--- src/hw/rtl/pol_pkg.sv ---
// ----------------------------------------------------------------------------
// pol_pkg: shared types and constants of the positional ordered list
// Store sizing, field widths, request and status codes, result beat type.
// ----------------------------------------------------------------------------
`default_nettype none

package pol_pkg;

	// store sizing
	localparam int CAPACITY = 32;
	localparam int ADDR_W   = $clog2(CAPACITY);
	localparam int CNT_W    = $clog2(CAPACITY + 1);

	// beat field widths
	localparam int MODE_W   = 2;
	localparam int POS_W    = 6;
	localparam int VAL_W    = 32;
	localparam int STAT_W   = 2;
	localparam int COUNT_W  = 6;

	// width for position against count compares
	localparam int CMP_W    = ((CNT_W > POS_W) ? CNT_W : POS_W) + 1;

	// request codes
	localparam logic [MODE_W-1:0] MODE_READ   = 2'd0;
	localparam logic [MODE_W-1:0] MODE_INSERT = 2'd1;
	localparam logic [MODE_W-1:0] MODE_DELETE = 2'd2;

	// status codes
	localparam logic [STAT_W-1:0] ST_OK     = 2'd0;
	localparam logic [STAT_W-1:0] ST_FULL   = 2'd1;
	localparam logic [STAT_W-1:0] ST_BADPOS = 2'd2;
	localparam logic [STAT_W-1:0] ST_EMPTY  = 2'd3;

	// one result beat
	typedef struct packed {
		logic [STAT_W-1:0]        status;
		logic signed [VAL_W-1:0]  value_out;
		logic [COUNT_W-1:0]       count;
	} pol_res_t;

endpackage

`default_nettype wire

--- src/hw/rtl/pol_if.sv ---
// ----------------------------------------------------------------------------
// pol_if: request and response channels of the positional ordered list
// Valid/ready channels; a beat moves when valid and ready are both high.
// ----------------------------------------------------------------------------
`default_nettype none

interface pol_req_if;
	import pol_pkg::*;

	logic                    valid;
	logic                    ready;
	logic [MODE_W-1:0]       mode;
	logic [POS_W-1:0]        position;
	logic signed [VAL_W-1:0] value_in;

	modport source (output valid, output mode, output position, output value_in,
		input ready);
	modport sink (input valid, input mode, input position, input value_in,
		output ready);
endinterface

interface pol_rsp_if;
	import pol_pkg::*;

	logic                    valid;
	logic                    ready;
	logic [STAT_W-1:0]       status;
	logic signed [VAL_W-1:0] value_out;
	logic [COUNT_W-1:0]      count;

	modport source (output valid, output status, output value_out, output count,
		input ready);
	modport sink (input valid, input status, input value_out, input count,
		output ready);
endinterface

`default_nettype wire

--- src/hw/rtl/pol_ram.sv ---
// ----------------------------------------------------------------------------
// pol_ram: generic single write, single read RAM
// One write port, one read port with registered read data.
// ----------------------------------------------------------------------------
`default_nettype none

module pol_ram #(
	parameter int WIDTH = 32,
	parameter int DEPTH = 32
) (
	input  wire logic                     clk,
	input  wire logic                     we,
	input  wire logic [$clog2(DEPTH)-1:0] waddr,
	input  wire logic [WIDTH-1:0]         wdata,
	input  wire logic [$clog2(DEPTH)-1:0] raddr,
	output      logic [WIDTH-1:0]         rdata
);

	logic [WIDTH-1:0] mem_q [DEPTH];
	logic [WIDTH-1:0] rdata_q;

	// write port
	always_ff @(posedge clk) begin
		if (we) begin
			mem_q[waddr] <= wdata;
		end
	end

	// registered read port
	always_ff @(posedge clk) begin
		rdata_q <= mem_q[raddr];
	end

	assign rdata = rdata_q;

endmodule

`default_nettype wire

--- src/hw/rtl/pol_ctrl.sv ---
// ----------------------------------------------------------------------------
// pol_ctrl: request sequencer of the positional ordered list
// Checks each request, then walks the store one entry per cycle through a
// single address stepper, moving words up or down and reading the result.
// ----------------------------------------------------------------------------
`default_nettype none

module pol_ctrl (
	input  wire logic                          clk,
	input  wire logic                          arst_n,
	pol_req_if.sink                            req,
	output      pol_pkg::pol_res_t             res,
	output      logic                          res_valid,
	input  wire logic                          res_ready,
	output      logic                          ram_we,
	output      logic [pol_pkg::ADDR_W-1:0]    ram_waddr,
	output      logic [pol_pkg::VAL_W-1:0]     ram_wdata,
	output      logic [pol_pkg::ADDR_W-1:0]    ram_raddr,
	input  wire logic [pol_pkg::VAL_W-1:0]     ram_rdata
);
	import pol_pkg::*;

	typedef enum logic [2:0] {
		IDLE,
		SHIFT,
		DRAIN,
		WRVAL,
		DONE
	} state_t;

	state_t                  state_q;
	logic [MODE_W-1:0]       op_q;
	logic [VAL_W-1:0]        val_q;
	logic [ADDR_W-1:0]       rd_ptr_q;
	logic [ADDR_W-1:0]       last_q;
	logic                    first_q;
	logic [CNT_W-1:0]        cnt_q;
	logic [STAT_W-1:0]       status_q;
	logic [VAL_W-1:0]        value_q;

	logic                    rd_vld_s1;
	logic                    rd_first_s1;
	logic [ADDR_W-1:0]       rd_addr_s1;

	logic [CMP_W-1:0]        pos_c;
	logic [CMP_W-1:0]        cnt_c;
	logic                    pos_nz;
	logic                    in_list;
	logic                    full;
	logic [ADDR_W-1:0]       pos_m1;
	logic [ADDR_W-1:0]       cnt_m1;

	// request checks against the current count
	always_comb begin
		pos_c   = CMP_W'(req.position);
		cnt_c   = CMP_W'(cnt_q);
		pos_nz  = (pos_c != '0);
		in_list = pos_nz && (pos_c <= cnt_c);
		full    = (cnt_q == CNT_W'(CAPACITY));
		pos_m1  = ADDR_W'(req.position - POS_W'(1));
		cnt_m1  = ADDR_W'(cnt_q - CNT_W'(1));
	end

	assign req.ready = (state_q == IDLE);

	// store write port: moved word during the walk, new word at the end
	always_comb begin
		ram_we    = (rd_vld_s1 && ((op_q == MODE_INSERT) || !rd_first_s1)) ||
			(state_q == WRVAL);
		ram_raddr = rd_ptr_q;
		if (state_q == WRVAL) begin
			ram_waddr = last_q;
			ram_wdata = val_q;
		end else if (op_q == MODE_INSERT) begin
			ram_waddr = rd_addr_s1 + ADDR_W'(1);
			ram_wdata = ram_rdata;
		end else begin
			ram_waddr = rd_addr_s1 - ADDR_W'(1);
			ram_wdata = ram_rdata;
		end
	end

	// result beat towards the output register
	assign res_valid     = (state_q == DONE);
	assign res.status    = status_q;
	assign res.value_out = value_q;
	assign res.count     = COUNT_W'(cnt_q);

	// sequencer
	always_ff @(posedge clk or negedge arst_n) begin
		if (!arst_n) begin
			state_q     <= IDLE;
			cnt_q       <= '0;
			rd_vld_s1   <= 1'b0;
			rd_first_s1 <= 1'b0;
			first_q     <= 1'b0;
		end else begin
			rd_vld_s1 <= 1'b0;

			// first word back on read and delete is the result
			if (rd_vld_s1 && rd_first_s1 && (op_q != MODE_INSERT)) begin
				value_q <= ram_rdata;
			end

			unique case (state_q)
				IDLE: begin
					if (req.valid) begin
						op_q     <= req.mode;
						val_q    <= req.value_in;
						value_q  <= '0;
						status_q <= ST_BADPOS;
						first_q  <= 1'b1;
						state_q  <= DONE;
						case (req.mode)
							MODE_READ: begin
								if (in_list) begin
									status_q <= ST_OK;
									rd_ptr_q <= pos_m1;
									last_q   <= pos_m1;
									state_q  <= SHIFT;
								end
							end
							MODE_INSERT: begin
								if (full) begin
									status_q <= ST_FULL;
								end else if (pos_nz && (pos_c <= cnt_c + CMP_W'(1))) begin
									status_q <= ST_OK;
									cnt_q    <= cnt_q + CNT_W'(1);
									last_q   <= pos_m1;
									rd_ptr_q <= cnt_m1;
									// append needs no move
									state_q  <= (pos_c <= cnt_c) ? SHIFT : WRVAL;
								end
							end
							MODE_DELETE: begin
								if (cnt_q == '0) begin
									status_q <= ST_EMPTY;
								end else if (in_list) begin
									status_q <= ST_OK;
									cnt_q    <= cnt_q - CNT_W'(1);
									rd_ptr_q <= pos_m1;
									last_q   <= cnt_m1;
									state_q  <= SHIFT;
								end
							end
							default: begin
								status_q <= ST_BADPOS;
							end
						endcase
					end
				end
				SHIFT: begin
					rd_vld_s1   <= 1'b1;
					rd_addr_s1  <= rd_ptr_q;
					rd_first_s1 <= first_q;
					first_q     <= 1'b0;
					if (rd_ptr_q == last_q) begin
						state_q <= DRAIN;
					end else if (op_q == MODE_INSERT) begin
						rd_ptr_q <= rd_ptr_q - ADDR_W'(1);
					end else begin
						rd_ptr_q <= rd_ptr_q + ADDR_W'(1);
					end
				end
				DRAIN: begin
					state_q <= (op_q == MODE_INSERT) ? WRVAL : DONE;
				end
				WRVAL: begin
					state_q <= DONE;
				end
				DONE: begin
					if (res_ready) begin
						state_q <= IDLE;
					end
				end
				default: begin
					state_q <= IDLE;
				end
			endcase
		end
	end

	// count stays within the store
	a_cnt_bound: assert property (@(posedge clk) disable iff (!arst_n)
		cnt_q <= CNT_W'(CAPACITY))
		else $error("element count above capacity");

	// store is written only while a request is being worked
	a_we_busy: assert property (@(posedge clk) disable iff (!arst_n)
		ram_we |-> (state_q == SHIFT || state_q == DRAIN || state_q == WRVAL))
		else $error("store write outside a request");

	// read data returns only right after a walk step
	a_rd_return: assert property (@(posedge clk) disable iff (!arst_n)
		rd_vld_s1 |-> $past(state_q) == SHIFT)
		else $error("read return without a walk step");

	// a moved word never lands on the entry being read
	a_no_clash: assert property (@(posedge clk) disable iff (!arst_n)
		(ram_we && state_q == SHIFT) |-> (ram_waddr != ram_raddr))
		else $error("store write and read collide during the walk");

endmodule

`default_nettype wire

--- src/hw/rtl/positional_ordered_list.sv ---
// ----------------------------------------------------------------------------
// positional_ordered_list: bounded ordered list of signed 32-bit words
// Read, insert or delete at a 1-based position; insert and delete move the
// later words one place through a walk of the store.
//
//   beat   dir  handshake     payload
//   req    in   valid/ready   mode, position, value_in
//   rsp    out  valid/ready   status, value_out, count
//
// A rejected request goes straight to the result; a read walks its one entry,
// a delete walks from the position up to the last word, an insert walks from
// the last word down to the position and then writes the new word, and an
// append only writes the new word. The walk moves one store word per cycle
// through the one read and one write port of the store.
// Reset clears the count and control only; store words are written before
// they are ever read. A stalled rsp holds its beat while the next request
// is accepted and worked.
// ----------------------------------------------------------------------------
`default_nettype none

module positional_ordered_list (
	input  wire logic clk,
	input  wire logic arst_n,
	pol_req_if.sink   req,
	pol_rsp_if.source rsp
);
	import pol_pkg::*;

	pol_res_t           res;
	logic               res_valid;
	logic               res_ready;
	logic               ram_we;
	logic [ADDR_W-1:0]  ram_waddr;
	logic [VAL_W-1:0]   ram_wdata;
	logic [ADDR_W-1:0]  ram_raddr;
	logic [VAL_W-1:0]   ram_rdata;

	logic               out_valid_q;
	pol_res_t           out_q;

	pol_ctrl u_ctrl (
		.clk       (clk),
		.arst_n    (arst_n),
		.req       (req),
		.res       (res),
		.res_valid (res_valid),
		.res_ready (res_ready),
		.ram_we    (ram_we),
		.ram_waddr (ram_waddr),
		.ram_wdata (ram_wdata),
		.ram_raddr (ram_raddr),
		.ram_rdata (ram_rdata)
	);

	pol_ram #(
		.WIDTH (VAL_W),
		.DEPTH (CAPACITY)
	) u_store (
		.clk   (clk),
		.we    (ram_we),
		.waddr (ram_waddr),
		.wdata (ram_wdata),
		.raddr (ram_raddr),
		.rdata (ram_rdata)
	);

	// output register takes a result when empty or being drained
	assign res_ready = !out_valid_q || rsp.ready;

	always_ff @(posedge clk or negedge arst_n) begin
		if (!arst_n) begin
			out_valid_q <= 1'b0;
		end else if (res_ready) begin
			out_valid_q <= res_valid;
		end
	end

	always_ff @(posedge clk) begin
		if (res_ready && res_valid) begin
			out_q <= res;
		end
	end

	assign rsp.valid     = out_valid_q;
	assign rsp.status    = out_q.status;
	assign rsp.value_out = out_q.value_out;
	assign rsp.count     = out_q.count;

endmodule

`default_nettype wire
--- src/flat_wrapper.sv ---
// flat-port wrapper written by rule: the top's interface ports become plain ports
module positional_ordered_list_flat import pol_pkg::*;
  (clk, arst_n, req_valid, req_mode, req_position, req_value_in, req_ready, rsp_valid, rsp_status, rsp_value_out, rsp_count, rsp_ready);
  pol_req_if req_i ();
  pol_rsp_if rsp_i ();
  input  wire logic clk;
  input  wire logic arst_n;
  input wire logic [$bits(req_i.valid)-1:0] req_valid;
  input wire logic [$bits(req_i.mode)-1:0] req_mode;
  input wire logic [$bits(req_i.position)-1:0] req_position;
  input wire logic [$bits(req_i.value_in)-1:0] req_value_in;
  output wire logic [$bits(req_i.ready)-1:0] req_ready;
  output wire logic [$bits(rsp_i.valid)-1:0] rsp_valid;
  output wire logic [$bits(rsp_i.status)-1:0] rsp_status;
  output wire logic [$bits(rsp_i.value_out)-1:0] rsp_value_out;
  output wire logic [$bits(rsp_i.count)-1:0] rsp_count;
  input wire logic [$bits(rsp_i.ready)-1:0] rsp_ready;
  assign req_i.valid = req_valid;
  assign req_i.mode = req_mode;
  assign req_i.position = req_position;
  assign req_i.value_in = req_value_in;
  assign req_ready = req_i.ready;
  assign rsp_valid = rsp_i.valid;
  assign rsp_status = rsp_i.status;
  assign rsp_value_out = rsp_i.value_out;
  assign rsp_count = rsp_i.count;
  assign rsp_i.ready = rsp_ready;
  positional_ordered_list u_core (.clk(clk), .arst_n(arst_n), .req(req_i), .rsp(rsp_i));
endmodule
--- config.mk ---
export PLATFORM = sky130hd
export DESIGN_NAME = positional_ordered_list_flat
export DESIGN_NICKNAME = d
export VERILOG_FILES = /design/src/hw/rtl/pol_pkg.sv /design/src/hw/rtl/pol_if.sv /design/src/hw/rtl/pol_ram.sv /design/src/hw/rtl/pol_ctrl.sv /design/src/hw/rtl/positional_ordered_list.sv /design/src/flat_wrapper.sv
export SDC_FILE = /design/constraint.sdc
export NUM_CORES = 1
export LEC_CHECK = 0
export BUFFER_PORTS_ARGS = -buffer_cell sky130_fd_sc_hd__buf_2
export CAP_MARGIN = 20
export CORE_ASPECT_RATIO = 1.4
export CORE_MARGIN = 2
export CORE_UTILIZATION = 50
export CTS_CLUSTER_DIAMETER = 200
export DETAILED_ROUTE_END_ITERATION = 12
export GPL_ROUTABILITY_DRIVEN = 0
export PLACE_DENSITY = 0.68
export SLEW_MARGIN = 20
export SYNTH_ARGS = -nofsm -noshare
export SYNTH_HDL_FRONTEND = slang
export SYNTH_SLANG_ARGS = --single-unit
export TNS_END_PERCENT = 50
--- constraint.sdc ---
create_clock -name clk -period 4.3 [get_ports clk]
set_input_delay 0.86 -clock clk [delete_from_list [all_inputs] [get_ports clk]]
set_output_delay 0.86 -clock clk [all_outputs]
set_load 0.05 [all_outputs]
* After elaboration in Yosys (flattened, before gate mapping)
Memories as Yosys holds them, arrays and structs flattened. A register that Yosys moved wholly into a read port is not among the register bits.
Index checks and enable logic that the tools add are counted.
** Operators by class
- Eq/ne operators :: 23
- Add/sub/neg operators :: 8
- Magnitude comparators :: 2
- Multiplexer cells :: 47
- Reduce and logical (&&, ||, !) cells :: 25
** Operators by type and width (number)
- 32-bit two-way mux :: 4
- 5-bit two-way mux :: 14
- 5-bit one-hot mux with 3 select lines :: 2
- 3-bit two-way mux :: 8
- 6-bit two-way mux :: 4
- 2-bit inequality test (second input constant) :: 9
- 3-bit one-hot mux with 5 select lines :: 1
- 5-bit by 1-bit subtractor with 5-bit output (second input constant) :: 3
- 6-bit one-hot mux with 2 select lines :: 1
- 5-bit by 1-bit adder with 5-bit output (second input constant) :: 2
- 2-bit two-way mux :: 5
- 5-bit one-hot mux with 2 select lines :: 1
- 3-bit inequality test (second input constant) :: 3
- 3-bit one-hot mux with 3 select lines :: 1
- 9-bit AND reduction :: 1
- 8-bit AND reduction :: 1
- 6-bit by 1-bit adder with 7-bit output (second input constant) :: 1
- 6-bit by 7-bit <= comparator with 1-bit output :: 1
- 7-bit AND reduction :: 1
- 6-bit by 1-bit adder with 6-bit output (second input constant) :: 1
- 3-bit by 2-bit equality test with 1-bit output (second input constant) :: 2
- 6-bit equality test (second input constant) :: 1
- 6-bit <= comparator :: 1
- 1-bit logical AND :: 6
- 21 further kinds :: 31
** Word-level totals
- Register bits :: 136
- Memories :: 1
- Output and inout port bits :: 42
- Bits in writable memories :: 1024
- Word-level logic and storage cells :: 122
** Memories
- u_core.u_store.mem_q :: words 32, bits a word 32, read ports 1, clocked after memory_dff 1, write ports 1, line pol_ram.sv:19 : logic [WIDTH-1:0] mem_q [DEPTH];

* Depth between registers and ports, before layout
- Word-level depth :: 8
- Gate-level depth with buffers :: 13
- Depth with buffers taken out :: 12

* Cells and area by module
A second synthesis with hierarchy kept.
** Second synthesis, totals
- Cells, all modules :: 2768
- Area total of the unflattened synthesis :: 46998.8 um^2
** By module, submodules not included
- pol_ram :: area each 40492.6 um^2, cells an instance 2260, times used 1
- pol_ctrl :: area each 5251.3 um^2, cells an instance 464, times used 1
- positional_ordered_list :: area each 1255.0 um^2, cells an instance 44, times used 1

* Worst setup path after synthesis
OpenSTA, ideal clock, no wires.
- Path type :: register -> register
- Start point :: register u_core.u_ctrl.op_q[0]
- End point :: memory u_core.u_store.mem_q[19][0] (enable)
- Slack :: 0.325 ns
- Library setup time :: 0.421 ns
- Arrival :: 3.553 ns
- Cell stages (with the launch flop) :: 11
- Buffers on the path :: 1
- Clock period less this slack :: 3.975 ns
- Cells stage by stage :: edfxtp_1 -> nand2b_1 -> clkbuf_1 -> inv_1 -> fa_1 -> nor2b_1 -> o21ai_0 -> and3_1 -> o31ai_1 -> nand2_1 -> nor2_1
** Between the ends
- Longest elaborated chain between the ends :: 6
- Elaborated cells between the ends (all ways) :: 8
- Classes of those cells :: 1 x eq/ne; 4 x mux; 3 x reduce/logical
** Ends and longest elaborated chain
- start, declared :: line pol_ctrl.sv:32 : logic [MODE_W-1:0] op_q;
- start signal, assigned :: line pol_ctrl.sv:108 : op_q <= req.mode;
- 2-bit by 1-bit equality test with 1-bit output * :: line pol_ctrl.sv:68, pol_ctrl.sv:74
- 1-bit logical OR :: line pol_ctrl.sv:68 : ram_we = (rd_vld_s1 && ((op_q == MODE_INSERT) || !rd_first_s1)) ||
- 1-bit logical AND :: line pol_ctrl.sv:68
- 1-bit logical OR :: line pol_ctrl.sv:68
- 1-bit two-way mux :: line pol_ram.sv:24 : if (we) begin
- 1-bit two-way mux (implied by the code) :: line pol_ram.sv:25 : mem_q[waddr] <= wdata;
- end, declared :: line pol_ram.sv:19
Every way passes the cells marked *; elsewhere a longest branch is shown, timed or not.

* Worst setup path after layout
- Start point :: register u_core.u_ctrl.op_q[0]
- End point :: memory u_core.u_store.mem_q[21][22] (enable)
Same word-level chain as after synthesis.

==> metrics.md <==
| Metric | Value |
|---|---|
| Outcome | `finished, final reports clean` |
| FF-to-FF Start | `u_core.u_ctrl.op_q[0]$_DFFE_PP_` |
| Worst R2R Setup Slack | `about 0.95 ns` |
| CP max-delay cell | `nand2_1` |
| CTS Buffer Depth | `3` |
| WL final | `101.7 mm` |
| Io pins | `86` |
| Clock transition at path regs | `0.06 ns` |
| Syn Std Cell Area | `45920 µm²` |
| Post-DP HPWL | `62.97 mm` |
| Global-route wire length before repair | `approximately 150 mm` |
| Layout cell share with drive strength beyond 1 | `31.39%` |
| Syn Inst Count | `~2100` |
| WP data arrival | `3.71 ns` |
| GRT overflow | `0` |
| Gr usage total | `22.07%` |
| Setup TNS | `0 ns` |
| DRC violations left | `0` |
| Fmax | `0.2982 GHz` |
| Syn Nets | `between 2000 and 2500` |
| Leakage | `approximately 17 nW` |
| Clock Latency Late Sink | `~0.70 ns` |
| Hold WC Path Type | `in2reg` |
| P&R area growth vs syn | `13.62%` |
| Setup-failing EPs final | `0` |
| Met2 Track Usage GR | `36.05%` |
| Initial DRC Count | `2415` |
| Die width | `260.1 µm` |
| CP Max Fanout | `20` |
| Met3 Use GR | `under 10%` |
| IO buf count | `85` |
| Crit-path max cell delay | `approximately 0.47 ns` |
| Pre-CTS setup slack | `0.9362 ns` |
| Tot Pwr | `32.40 mW` |
| Skew final | `0.02347 ns` |
| Worst Path Required | `4.66 ns` |
| Routed vias | `21684` |
| CTS root buffer | `clkbuf_16` |
| Number of synthesis warnings | `0` |
| Core area | `91130 µm²` |
| Initial antenna violation count | `3` |
| H-tree depth | `3` |
| Slew HR | `30.81%` |
| Die area | `94310 µm²` |
| Post-CTS Setup Inserts | `0` |
| Post-CTS Resized | `0` |
| Post-layout min period | `between 3 and 4 ns` |
| Worst VDD drop | `just under 400 µV` |
| Avg Synthesized Cell Area | `21.65 µm²` |
| Number of synthesized register bits | `1192` |
| Final hold vios | `0` |
| Vias in the first global route | `roughly 22000` |
| FF-to-FF path depth | `10` |
| Pwr dens | `621.1 nW/µm²` |
| Final net count | `2376` |
| Chip Height | `362.6 µm` |
| Register area share after synthesis | `77.11%` |
| Final period util | `77.99%` |
| Post-synth EDFFs | `1147` |
| Post-synth top flop | `edfxtp_1` |
| Routed vias/inst | `~6` |
| WL/cell | `28.30 µm` |
| CP Launch Type | `flip-flop` |
| Synth async-reset ratio | `about 1.1%` |
| CTS tree | `done` |
| Worst Hold Path EP | `u_core.u_ctrl.val_q[2]$_DFFE_PP_` |
| Largest net degree at the start of global routing | `108` |
| Met1 GRT Util | `31.14%` |
| Crit. End Element | `flip-flop` |
| Max_cap viols | `0` |
| Setup ws final | `0.9464 ns` |
| Hold Crit Start | `req_value_in[2]` |
| Busiest grt layer | `met2` |
| # hold bufs at CTS | `0` |
| Antenna Cells | `0` |
| RSZ-0062 raised after global routing | `no` |
| Yosys cell types | `between 50 and 60` |
| Crit path cell chain | `nand2b_1 > inv_1 > fa_1 > nor2b_1 > o21ai_0 > and3_1 > o31ai_1 > nand2_1 > nor2_4 > buf_4` |
| Drt pass-1 iters | `5` |
| CTS Sinks | `1192` |
| Initial core utilization | `about half` |
| Row count | `131` |
| Hold path cells | `1` |
| R2r endpoint | `u_core.u_store.mem_q[21][22]$_DFFE_PP_` |
| Tightest Pin Transition | `slightly above 1 ns` |
| Max-slew violations | `0` |
| Crit Path Class | `reg2reg` |
| Antenna Nets Post-Route | `0` |
| TritonCTS buffer count | `approximately 100` |
[placed cells by master, fill, tap and decap left out, drive strengths merged, types with 6 or more instances in the layout]
cell and n:
xnor2 19, a21o 6, xor2 6, edfxtp 1147, mux4 320, nand3 7, o21ai 15, dfrtp 13
mux2 35, nand2 201, nor2b 7, nor2 55, clkbuf 130, a21oi 53, bufinv 16, buf 185
clkinvlp 9, clkinv 34, mux2i 6, dfxtp 32, inv 23, ha 22
[critical path, delay by kind of cell, from the launching register on]
family                   cells  cell delay (ns)
AO/OA/AOI/OAI                2             0.38
AND/OR/NAND/NOR              5             1.36
adder cells (fa/ha/maj)      1             0.41
flip-flops                   1             0.36
buffers and inverters        2             0.50
[worst max path at each step]
stage / startpoint / endpoint / slack, ns / cells after the start
finish: u_core.u_ctrl.op_q[0]$_DFFE_PP_ / u_core.u_store.mem_q[21][22]$_DFFE_PP_ / 0.95 / 10
global route: u_core.u_ctrl.cnt_q[2]$_DFFE_PN0P_ / u_core.u_ctrl.ram_raddr[1]$_DFFE_PP_ / 0.64 / 12
CTS: u_core.u_ctrl.op_q[0]$_DFFE_PP_ / u_core.u_store.mem_q[20][22]$_DFFE_PP_ / 0.93 / 10
detailed placement: u_core.u_ctrl.op_q[0]$_DFFE_PP_ / u_core.u_store.mem_q[20][23]$_DFFE_PP_ / 0.94 / 10
global placement: u_core.u_ctrl.op_q[0]$_DFFE_PP_ / u_core.u_store.mem_q[21][23]$_DFFE_PP_ / 0.90 / 10
floorplan: u_core.u_ctrl.op_q[0]$_DFFE_PP_ / u_core.u_store.mem_q[19][0]$_DFFE_PP_ / 0.33 / 10
[power breakdown]
group	internal, mW	switching, mW	total, mW
Sequential	15.2	0.410	15.6
Clock	5.62	4.17	9.79
Combinational	2.25	4.73	6.99
[metal layers]
metal / share of wire, % / wire length (µm) / vias to the layer above
li1: - / - / 9104
met1: 41 / 42070 / 11598
met2: 50 / 50790 / 827
met3: 6.5 / 6602 / 153
met4: 2.2 / 2206 / 2
met5: 0.0079 / 8 / -
[per-stage QoR]
step	hold slack, ns	cells	util, %	cell area, µm²
after floorplan	0.4003	2121	-	45920
after global placement	0.4077	3398	53.28	48560
after detailed placement	0.4138	3398	53.28	48560
after CTS	0.2919	3592	57.22	52140
after global routing	0.3103	3593	57.25	52170
final	0.3384	3593	57.25	52170
[flip-flops by register name (all words and copies together), names as in the netlist, 6 cells and up]
signal and flops:
u_core.u_store.mem_q 1024, u_core.rsp.value_out 32, u_core.u_ctrl.val_q 32, u_core.u_ctrl.value_q 32, u_core.u_store.rdata 32, u_core.rsp.count 6, u_core.u_ctrl.cnt_q 6
[final cells by class]
cell class                 count  area (µm²)
fill                        6495       38960
sequential                  1192       35410
multi-input combinational    807       10270
clock buffer                 130        2810
tap                         1197        1498
timing repair buffer         185        1343
clock inverter                64       777.0
inverter                      18       67.56
[Yosys cell counts (2+ instances only)]
library cell  instances  area (µm²)
a21o_1                6       45.04
a21oi_1              53       265.3
and2_1                4       25.02
and3_1                5       31.28
buf_1                13       48.80
buf_2                23       115.1
buf_6                 3       33.78
clkbuf_1             65       244.0
dfrtp_1              13       325.3
dfxtp_1              32       640.6
edfxtp_1           1147       34440
fa_1                  2       40.04
ha_1                 22       275.3
inv_1                14       52.55
inv_2                 4       15.01
mux2_2               34       382.9
mux2i_1               6       60.06
mux4_2              320        7207
nand2_1             201       754.5
nand2b_1              4       25.02
nand3_1               7       35.03
nand3b_1              2       15.01
nand4_1               3       18.77
nor2_1               55       206.5
nor2b_1               7       43.79
nor3_1                5       25.02
nor3b_1               2       15.01
o211ai_1              4       30.03
o21a_1                2       15.01
o21ai_0              12       60.06
o21ai_1               3       15.01
o221ai_1              2       17.52
o31a_1                2       17.52
o31ai_1               3       22.52
xnor2_1              19       166.4
xor2_1                6       52.55
[cells by family (layout without fill, tap and decap cells)]
group	after synthesis	after routing	share of synthesized area, %
mux	361	361	16.68
fa+ha+maj	24	24	0.6866
buf+inv	122	397	1.109
flops	1192	1192	77.11
simple gates	299	299	2.668
xor+xnor	25	25	0.4768
compound gates	98	98	1.264
(Power assumes the default switching activity.)
